**config.mk**
```make
export PLATFORM = sky130hd
export DESIGN_NAME = decimal96_scaled_equality_unit
export DESIGN_NICKNAME = d
export VERILOG_FILES = /design/src/dse_pkg.sv /design/src/dse_datapath.sv /design/src/dse_controller.sv /design/src/decimal96_scaled_equality_unit.sv
export SDC_FILE = /design/constraint.sdc
export NUM_CORES = 1
export LEC_CHECK = 0
export CAP_MARGIN = 10
export CORE_MARGIN = 2
export CORE_UTILIZATION = 45
export CTS_BUF_LIST = sky130_fd_sc_hd__clkbuf_8 sky130_fd_sc_hd__clkbuf_16
export CTS_CLUSTER_SIZE = 40
export DETAILED_ROUTE_END_ITERATION = 10
export DONT_BUFFER_PORTS = 1
export PLACE_DENSITY = 0.73
export SLEW_MARGIN = 0
export SYNTH_ARGS = -nofsm -noshare
export SYNTH_HDL_FRONTEND = slang
export SYNTH_SLANG_ARGS = --single-unit
```
**constraint.sdc**
```tcl
create_clock -name aclk -period 9.04 [get_ports aclk]
set_input_delay 0.452 -clock aclk [delete_from_list [all_inputs] [get_ports aclk]]
set_output_delay 0.452 -clock aclk [all_outputs]
set_load 0.05 [all_outputs]
```
**src/dse_pkg.sv**
```systemverilog
// ----------------------------------------------------------------------------
// dse_pkg
// Shared types and constants for the scaled decimal equality unit.
// ----------------------------------------------------------------------------
package dse_pkg;

    // Mantissa and scale geometry.
    localparam int MANTISSA_BITS = 96;
    localparam int WORD_BITS     = 32;
    localparam int SCALE_BITS    = 5;
    localparam logic [SCALE_BITS-1:0] MAX_SCALE = SCALE_BITS'(28);

    typedef logic [MANTISSA_BITS-1:0] mant_t;
    typedef logic [WORD_BITS-1:0]     word_t;
    typedef logic [SCALE_BITS-1:0]    scale_t;

    // Commands from the controller to the datapath.
    typedef struct packed {
        logic load;    // capture a new operand pair
        logic step;    // one multiply-by-ten step on the lower-scale mantissa
        logic finish;  // evaluate the comparison into the result register
    } dp_cmd_t;

    // Status from the datapath to the controller.
    typedef struct packed {
        logic align_done;  // no steps left, or the alignment overflowed
    } dp_stat_t;

    // Saturate a scale to the largest supported exponent.
    function automatic scale_t clamp_scale(input scale_t s);
        return (s > MAX_SCALE) ? MAX_SCALE : s;
    endfunction

endpackage

```
**src/dse_datapath.sv**
```systemverilog
// ----------------------------------------------------------------------------
// dse_datapath
// Operand registers, the shared multiply-by-ten unit, the step counter and
// the final comparison.
// ----------------------------------------------------------------------------
module dse_datapath (
    input  logic               aclk,
    input  logic               aresetn,
    input  dse_pkg::dp_cmd_t   cmd,
    output dse_pkg::dp_stat_t  stat,
    input  dse_pkg::word_t     a_word0,
    input  dse_pkg::word_t     a_word1,
    input  dse_pkg::word_t     a_word2,
    input  dse_pkg::scale_t    a_scale,
    input  logic               a_negative,
    input  dse_pkg::word_t     b_word0,
    input  dse_pkg::word_t     b_word1,
    input  dse_pkg::word_t     b_word2,
    input  dse_pkg::scale_t    b_scale,
    input  logic               b_negative,
    output logic               are_equal
);
    import dse_pkg::*;

    mant_t  ma_reg, ma_next;
    mant_t  mb_reg, mb_next;
    logic   na_reg, nb_reg;
    scale_t count_reg, count_next;
    logic   sel_b_reg;            // high when operand b is the one scaled up
    logic   over_reg, over_next;
    logic   result_reg;

    scale_t sa, sb;
    mant_t  src;
    logic [MANTISSA_BITS+3:0] prod;
    logic   eq;

    assign sa = clamp_scale(a_scale);
    assign sb = clamp_scale(b_scale);

    // Multiply by ten as (x << 3) + (x << 1); the top four bits flag overflow.
    assign src  = sel_b_reg ? mb_reg : ma_reg;
    assign prod = {1'b0, src, 3'b000} + {3'b000, src, 1'b0};

    // Next values of the operand registers and the step counter.
    always_comb begin
        ma_next    = ma_reg;
        mb_next    = mb_reg;
        count_next = count_reg;
        over_next  = over_reg;
        if (cmd.load) begin
            ma_next    = {a_word2, a_word1, a_word0};
            mb_next    = {b_word2, b_word1, b_word0};
            count_next = (sa > sb) ? (sa - sb) : (sb - sa);
            over_next  = 1'b0;
        end else if (cmd.step) begin
            if (sel_b_reg) begin
                mb_next = prod[MANTISSA_BITS-1:0];
            end else begin
                ma_next = prod[MANTISSA_BITS-1:0];
            end
            count_next = count_reg - scale_t'(1);
            over_next  = |prod[MANTISSA_BITS+3:MANTISSA_BITS];
        end
    end

    // Equality of the aligned values; two zeros match whatever the signs.
    assign eq = !over_reg &&
                (((ma_reg == mb_reg) && (na_reg == nb_reg)) ||
                 ((ma_reg == '0) && (mb_reg == '0)));

    // Payload registers.
    always_ff @(posedge aclk) begin
        ma_reg <= ma_next;
        mb_reg <= mb_next;
        if (cmd.load) begin
            na_reg    <= a_negative;
            nb_reg    <= b_negative;
            sel_b_reg <= (sa > sb);
        end
        if (cmd.finish) begin
            result_reg <= eq;
        end
    end

    // Step control registers.
    always_ff @(posedge aclk) begin
        if (!aresetn) begin
            count_reg <= '0;
            over_reg  <= 1'b0;
        end else begin
            count_reg <= count_next;
            over_reg  <= over_next;
        end
    end

    assign stat.align_done = (count_reg == '0) || over_reg;
    assign are_equal       = result_reg;

endmodule

```
**src/dse_controller.sv**
```systemverilog
// ----------------------------------------------------------------------------
// dse_controller
// State machine that sequences load, alignment steps, comparison and the
// result transfer.
// ----------------------------------------------------------------------------
module dse_controller (
    input  logic               aclk,
    input  logic               aresetn,
    input  logic               s_valid,
    output logic               s_ready,
    output logic               m_valid,
    input  logic               m_ready,
    output dse_pkg::dp_cmd_t   cmd,
    input  dse_pkg::dp_stat_t  stat
);
    import dse_pkg::*;

    typedef enum logic [2:0] {
        ST_IDLE  = 3'b001,
        ST_ALIGN = 3'b010,
        ST_OUT   = 3'b100
    } state_t;

    state_t state_reg, state_next;

    // Next state and datapath commands.
    always_comb begin
        state_next = state_reg;
        cmd        = '0;
        unique case (state_reg)
            ST_IDLE: begin
                if (s_valid) begin
                    cmd.load   = 1'b1;
                    state_next = ST_ALIGN;
                end
            end
            ST_ALIGN: begin
                if (stat.align_done) begin
                    cmd.finish = 1'b1;
                    state_next = ST_OUT;
                end else begin
                    cmd.step = 1'b1;
                end
            end
            ST_OUT: begin
                if (m_ready) begin
                    state_next = ST_IDLE;
                end
            end
            default: begin
                state_next = ST_IDLE;
            end
        endcase
    end

    always_ff @(posedge aclk) begin
        if (!aresetn) begin
            state_reg <= ST_IDLE;
        end else begin
            state_reg <= state_next;
        end
    end

    assign s_ready = (state_reg == ST_IDLE);
    assign m_valid = (state_reg == ST_OUT);

endmodule

```
**src/decimal96_scaled_equality_unit.sv**
```systemverilog
// ----------------------------------------------------------------------------
// decimal96_scaled_equality_unit
// Equality test for two scaled 96-bit decimal numbers.
// ----------------------------------------------------------------------------
// The result is offered once d alignment steps are done, where d is the
// difference of the two scales after they are saturated to 28, or fewer
// when alignment overflows early, and it is held until m_ready takes it.
// The single multiply-by-ten unit scales the lower-scale mantissa up by one
// decade per cycle; alignment stops at the first product that overflows
// 96 bits, which reports not equal. Two zero mantissas are equal regardless
// of sign and scale. A new operand pair is taken once the previous result
// has been transferred.
module decimal96_scaled_equality_unit (
    input  logic             aclk,
    input  logic             aresetn,
    input  logic             s_valid,
    output logic             s_ready,
    input  dse_pkg::word_t   s_a_word0,
    input  dse_pkg::word_t   s_a_word1,
    input  dse_pkg::word_t   s_a_word2,
    input  dse_pkg::scale_t  s_a_scale,
    input  logic             s_a_negative,
    input  dse_pkg::word_t   s_b_word0,
    input  dse_pkg::word_t   s_b_word1,
    input  dse_pkg::word_t   s_b_word2,
    input  dse_pkg::scale_t  s_b_scale,
    input  logic             s_b_negative,
    output logic             m_valid,
    input  logic             m_ready,
    output logic             m_are_equal
);
    import dse_pkg::*;

    dp_cmd_t  cmd;
    dp_stat_t stat;

    // Sequencing of each comparison.
    dse_controller u_ctrl (
        .aclk    (aclk),
        .aresetn (aresetn),
        .s_valid (s_valid),
        .s_ready (s_ready),
        .m_valid (m_valid),
        .m_ready (m_ready),
        .cmd     (cmd),
        .stat    (stat)
    );

    // Operand storage, alignment and comparison.
    dse_datapath u_dp (
        .aclk       (aclk),
        .aresetn    (aresetn),
        .cmd        (cmd),
        .stat       (stat),
        .a_word0    (s_a_word0),
        .a_word1    (s_a_word1),
        .a_word2    (s_a_word2),
        .a_scale    (s_a_scale),
        .a_negative (s_a_negative),
        .b_word0    (s_b_word0),
        .b_word1    (s_b_word1),
        .b_word2    (s_b_word2),
        .b_scale    (s_b_scale),
        .b_negative (s_b_negative),
        .are_equal  (m_are_equal)
    );

endmodule

```
==> flow_summary.toml, run 1 <==
[synthesis]
syn_area_um2 = 17900
synth_edf_count = 196
ys_warn_count = 0
synth.avg_cell_area_um2 = 8.43
seq_area_frac_synth_pct = 34.0
ys.flop_type = "edfxtp_1"
ys_types = 67
syn_nets = 2434
ys_ff_latch = 205
ys_async_sr_fraction_pct = 0
syn_inst = 2118

[worst_setup_path]
arrival_ps = 5720
r2r_cells = 13
ff2ff_setup_slack_ps = 3620
worstSetupPathType = "flop to flop"
crit_family = "compound AO/OA/AOI/OAI gates"
critPathMaxFanout = 58
worst-path-stages = 13
crit_chain = "buf_4, mux2_2, ha_1, a21oi_1, o211ai_1, a21oi_1, a2111oi_0, or3_1, a31oi_2, nor4b_2, o21ai_0, a211oi_1, nor3_1"
critical_path.endpoint_type = "flop"
crit_path_start_kind = "flop"
critPathMostFrequentCell = "a21oi_1"
critical_path_buf_inv_count = 1
critPathRequiredTime_ps = 9330
max_stage_delay_ps = 730
crit_slowest_cell = "buf_4"

[clock_tree]
ctsResizeCount = 0
clock-sinks = 205
clock_latency_ps = 560
ctsRootBufferMaster = "clkbuf_16"
htree_num_levels = 1
path_clk_slew_ps = 60
cts_setup_buffers = 0
cts_made_buffers = 25
cts_tree = "built"
clk_path_buf_depth = 3

[sta]
maxSlewViolCount = 0
clock_skew_ps = 16.4
post-route-min-period_ps = 5420
rsz0062_at_grt = "no"
finalHoldViolations = 0
setup_viol = 0
slew-limit-headroom_pct = 13.5
max_freq_mhz = 184
tightest_slew_ps = 1290
period_share_pct = 60.0
tns_ps = 0

[place]
dp_hpwl_um = 51900
port_buffers = 0
gp_congestion = 1.03
place_area_um2 = 18200

[floorplan]
start_util_pct = 45.9
core-area_um2 = 38900
num_rows = 72
io_pins = 211
dieHeight_um = 203
die-area_um2 = 41300
die_x_um = 203

[detailed_routing]
vias = 16600
totalWireLength_um = 65000
dr.pass1.iters = 8
drt-wirelength-per-cell_um = 25.1
avgViaCountPerCell = 6.39
initialDrtViolationCount = 2010
drc = 0
ant_nets = 0

[layout]
drive_gt1_share_pct = 8.12
fillCellCount = 3731
area_delta_synth_final_pct = 6.77
final_net_count = 2366
stdcell_area_um2 = 19100

[global_routing]
grt_pass1_vias = 16000
grt_pass1_wl_um = 96500
grt_remaining_overflow = 0
antenna_found_initial = 4
grt_max_degree = 110
grt_usage_pct = 30.7

[job]
drv_cap = 0

[outcome]
status = "finished clean"

[worst_hold_path]
hold_path_depth = 1
hold_class = "input pin to flop"
## path summary, 6_finish.rpt
kind / start / to
worst max-delay path: u_dp.sel_b_reg$_DFFE_PP_ / u_dp.mb_reg[77]$_DFFE_PP_
worst min-delay path: aresetn / u_ctrl.state_reg[1]$_SDFFE_PN0P_
worst max register to register: u_dp.sel_b_reg$_DFFE_PP_ / u_dp.mb_reg[77]$_DFFE_PP_
worst min register to register: u_ctrl.state_reg[2]$_SDFFE_PN0P_ / u_ctrl.state_reg[0]$_SDFFE_PN1P_
## kinds of logic (layout without fill, tap and decap cells)
kind of cell,after synthesis,after routing,share of synthesized area [%]
AOI/OAI and AO/OA,498,498,17.5
xor gates and xnor gates,173,173,8.49
adders and majority gates,108,108,7.70
buffers and inverters,167,118,3.52
DFF,205,205,34.0
muxes,116,116,7.21
other,0,5,0
and+or+nand+nor,851,851,21.7
## through the flow
| step | hold slack, ps | worst slack, ps | instances | util, % |
|---|---|---|---|---|
| final | 31.8 | 3620 | 2592 | 49.0 |
| after global routing | 26.9 | 3360 | 2589 | 49.0 |
| after CTS | 2.17 | 3670 | 2587 | 48.9 |
| after detailed placement | 542 | 3740 | 2538 | 46.8 |
| after global placement | 533 | 3910 | 2538 | 46.8 |
| after floorplan | 515 | 120 | 2118 | - |
## what timing repair did
action                                  4_1_cts  5_1_grt
hold endpoints to repair                      7        0
endpoints found under the setup margin        0        0
hold buffers                                  3        0
## layout make-up
class | count | area [µm²] | share of cell area (%)
antenna | 5 | 12.5 | 0.0656
clock buffer | 25 | 626 | 3.28
clock inverter | 21 | 179 | 0.939
inverter | 58 | 223 | 1.17
multi-input combinational | 1746 | 11200 | 58.7
sequential | 205 | 6070 | 31.8
tap | 518 | 648 | 3.40
timing repair buffer | 14 | 113 | 0.591
## synthesized netlist by cell type, types with 4 or more instances
| library cell | n | area [µm²] |
|---|---|---|
| nand2_1 | 442 | 1660 |
| edfxtp_1 | 196 | 5890 |
| a21oi_1 | 167 | 836 |
| nor2_1 | 124 | 465 |
| ha_1 | 105 | 1310 |
| o21ai_0 | 105 | 526 |
| xnor2_1 | 102 | 893 |
| mux2_2 | 101 | 1140 |
| clkbuf_1 | 95 | 357 |
| nand4_1 | 81 | 507 |
| nor4_1 | 76 | 475 |
| xor2_1 | 71 | 622 |
| inv_1 | 58 | 218 |
| a21o_1 | 51 | 383 |
| nor3_1 | 37 | 185 |
| o21bai_1 | 34 | 255 |
| nand3_1 | 25 | 125 |
| o21a_1 | 21 | 158 |
| a31oi_1 | 19 | 119 |
| mux2i_1 | 15 | 150 |
| o211ai_1 | 15 | 113 |
| buf_1 | 13 | 48.8 |
| nand2b_1 | 13 | 81.3 |
| o31ai_1 | 11 | 82.6 |
| a211oi_1 | 10 | 75.1 |
| and3_1 | 9 | 56.3 |
| dfxtp_1 | 9 | 180 |
| a21boi_0 | 8 | 60.1 |
| o21ai_1 | 8 | 40.0 |
| or3_1 | 8 | 50.1 |
| nor2b_1 | 7 | 43.8 |
| nor3b_1 | 7 | 52.6 |
| o211a_1 | 7 | 70.1 |
| and2_1 | 5 | 31.3 |
| a2111oi_0 | 4 | 35.0 |
| a221o_1 | 4 | 40.0 |
| nand3b_1 | 4 | 30.0 |
| or2_2 | 4 | 25.0 |
| or4_1 | 4 | 30.0 |
## layout by cell type (no fill, tap or decap), types with 5 or more instances in the layout
master / instances
a21oi_1: 167
and2_1: 5
nor2b_1: 7
clkbuf_16: 25
buf_4: 11
nor3b_1: 5
o31ai_1: 11
o21ai_0: 104
diode_2: 5
inv_6: 6
o211a_1: 7
nor4_1: 76
or3_1: 8
xnor2_1: 102
nor2_1: 124
edfxtp_1: 196
nor3_1: 37
clkinv_1: 5
mux2_2: 101
o211ai_1: 15
inv_1: 60
mux2i_1: 15
xor2_1: 71
nand3_1: 25
a31oi_1: 19
o21ai_1: 8
a21o_1: 51
ha_1: 105
nand2_1: 440
a211oi_1: 10
o21a_1: 21
dfxtp_1: 9
and3_1: 9
o21bai_1: 34
nand2b_1: 13
a21boi_0: 8
nand4_1: 81
## metal layers
layer	routed length [µm]	up-vias	GRT usage [%]
met5	15	-	0
met4	3640	2	14.6
met2	27900	895	46.7
met1	26100	7874	40.7
li1	-	7622	-
met3	7280	174	7.88
## worst reg2reg max path: cells and delay by family (launching register included)
| family | cells | cell delay (ps) |
|---|---|---|
| compound gates | 7 | 1940 |
| flops | 1 | 570 |
| fa+ha+maj | 1 | 390 |
| mux | 1 | 460 |
| buf+inv | 1 | 730 |
| simple gates | 3 | 1090 |
Power of run 1 is not shown: default switching activity piles up to over one toggle a cycle in this logic, so the estimate is an artifact.
==> run 2: changes to the inputs <==
Settings changed: ABC_AREA from default to 1, PLACE_DENSITY 0.73 to 0.71.
Clock period 9.04 ns to 5.5 ns, I/O delays scaled along.
==> run 2 against run 1 <==
Net effect:
- final cell count up 48%
- synthesized area up 12%
- maximum frequency up 30%
- sequential share of layout area down 5.8 points
- sequential cell count unchanged
- critical path depth up 7
- largest cell class unchanged
==> flow_summary.toml, run 2 <==
[outcome]
status = "finished clean"

[worst_setup_path]
crit_path_end = "u_dp.mb_reg[93]$_DFFE_PP_"
arrival_ps = 4480
crit_path_start_kind = "flop"
worstSetupPathType = "flop to flop"
worstReg2RegEnd = "u_dp.mb_reg[93]$_DFFE_PP_"
critPathRequiredTime_ps = 5800
critical_path.endpoint_type = "flop"
r2r_cells = 20
critPathMaxFanout = 32
reg2reg_from = "u_dp.sel_b_reg$_DFFE_PP_"
crit_chain = "inv_2, nand2_1, nand2_1, ha_1, fa_1, nand2_1, nand3_2, nand3_1, nand2_1, inv_2, o21bai_2, nand4_1, nand2_1, nand3_1, nand2_1, nand2_1, nand2_1, nand2_1, nand3_1, nand2_1"
max_stage_delay_ps = 620
critPathLaunch = "u_dp.sel_b_reg$_DFFE_PP_"
crit_slowest_cell = "inv_2"
critPathMostFrequentCell = "nand2_1"
ff2ff_setup_slack_ps = 1320

[layout]
seqCellArea_um2 = 6070
stdcell_area_um2 = 23300
final_common_cell = "nand2_1"
fillCellCount = 4388
final_cell_mix = "nand2_1 (1186), inv_1 (322), nor2_1 (244)"
diodes = 0
drive_gt1_share_pct = 8.28
multi_input_area_um2 = 12300
final_net_count = 3549
area_delta_synth_final_pct = 17.0

[sta]
slew-limit-headroom_pct = 5.75
tightest_slew_ps = 1400
clock_skew_ps = 14.3
period_share_pct = 76.0
setup_viol = 0
max_freq_mhz = 239
tns_ps = 0
maxSlewViolCount = 0
finalHoldViolations = 0
post-route-min-period_ps = 4180
rsz0062_at_grt = "no"

[clock_tree]
clock_latency_ps = 560
cts_tree = "built"
path_clk_slew_ps = 60
clk_path_buf_depth = 3
cts_made_buffers = 24
ctsRootBufferMaster = "clkbuf_16"
ctsResizeCount = 0
clock-sinks = 205
htree_num_levels = 1

[place]
place_area_um2 = 20600
port_buffers = 0
gp_congestion = 1.08
dp_hpwl_um = 66000

[global_routing]
grt_pass1_vias = 20400
grt_remaining_overflow = 0
grt_pass1_wl_um = 123000
grt_usage_pct = 35.1
grt_max_degree = 182
antenna_found_initial = 0

[floorplan]
core-area_um2 = 44000
die_x_um = 215
num_rows = 77
dieHeight_um = 215
io_pins = 211
die-area_um2 = 46000
start_util_pct = 45.3

[synthesis]
syn_inst = 3058
synth.avg_cell_area_um2 = 6.52
yosysTopAreaCellShare_pct = 29.5
synth.most_common_cell = "nand2_1"
ys_warn_count = 0
ys_types = 56
synth.top_cells.by_area = "edfxtp_1 (30%), nand2_1 (22%), ha_1 (6.6%), inv_1 (5.9%), a21oi_1 (4.8%)"
ys_async_sr_fraction_pct = 0
seq_area_frac_synth_pct = 30.4
synth_edf_count = 196
syn_nets = 3374
yosys-top-cells-count = "nand2_1 (1186), inv_1 (316), nor2_1 (244)"
synth_top_area_cell = "edfxtp_1"
ys.flop_type = "edfxtp_1"
ys_ff_latch = 205
syn_area_um2 = 19900

[detailed_routing]
drc = 0
initialDrtViolationCount = 2002
avgViaCountPerCell = 5.52
vias = 21200
ant_nets = 0
totalWireLength_um = 81700
drt-wirelength-per-cell_um = 21.3
dr.pass1.iters = 6

[job]
drv_cap = 0

[worst_hold_path]
hold_class = "input pin to flop"
run 2: cell count changes in the layout (fill, tap and decap cells not counted), moves of 40 or more:
cell / before / now
nand3_1: 25 / 97
inv_1: 60 / 322
nand2_2: 0 / 40
mux2_2: 101 / 0
xor2_1: 71 / 24
a21o_1: 51 / 2
xnor2_1: 102 / 58
nor2_1: 124 / 244
dlygate4sd3_1: 3 / 196
nand2_1: 440 / 1186
inv_2: 0 / 53
run 2: timing repair:
| action | 4_1_cts | 5_1_grt |
|---|---|---|
| hold buffers | 196 | 0 |
| setup buffers | 0 | 0 |
| hold endpoints to repair | 202 | 0 |
run 2: worst min path at each step:
stage,depth (start not counted),to,slack [ps],start
after floorplan,0,u_dp.na_reg$_DFFE_PP_,370,s_a_negative
after global placement,0,u_dp.na_reg$_DFFE_PP_,370,s_a_negative
after detailed placement,0,u_dp.na_reg$_DFFE_PP_,370,s_a_negative
after CTS,2,u_dp.ma_reg[83]$_DFFE_PP_,10,s_a_word2[19]
after global routing,2,u_dp.ma_reg[83]$_DFFE_PP_,30,s_a_word2[19]
final,2,u_dp.ma_reg[83]$_DFFE_PP_,20,s_a_word2[19]
run 2: metrics by stage:
stage	std cells	hold WS (ps)	util [%]	setup slack, ps
floorplan	3058	374	-	1660
global route	3842	32.2	53.0	1180
global placement	3602	374	46.7	1520
finish	3842	20.5	53.0	1320
CTS	3841	13.9	53.0	1480
detailed placement	3602	374	46.7	1470
run 2: layout make-up:
type	count	share of cell area (%)
Inverter	369	5.94
Tap cell	592	3.17
Multi-Input combinational cell	2425	52.5
Sequential cell	205	26.0
Clock inverter	18	0.783
Clock buffer	25	2.68
Timing Repair Buffer	208	8.89
run 2: critical path: cells and delay by family, from the launching register on:
family / cells / cell delay, ps
simple gates: 15 / 1980
buf+inv: 2 / 670
fa+ha+maj: 2 / 610
flops: 1 / 430
compound gates: 1 / 220
run 2: cells by family (layout without fill, tap and decap cells):
logic type,after synthesis,count (layout),synth area share (%)
AND/OR/NAND/NOR,1827,1827,39.6
buffers and inverters,428,620,8.22
AO/OA/AOI/OAI,408,408,11.3
flip-flops,205,205,30.4
adder cells (fa/ha/maj),108,108,6.89
XOR/XNOR,82,82,3.60
run 2: routing by layer:
layer / share of wire (%) / vias to the layer above / routed length [µm] / GRT usage [%]
li1: - / 10300 / - / -
met1: 42 / 9783 / 34600 / 46.6
met2: 44 / 933 / 35800 / 56.2
met3: 8.0 / 194 / 6570 / 5.12
met4: 5.8 / 0 / 4700 / 16.7
met5: 0 / - / 0 / 0
Power of run 2 is left out for the same reason.
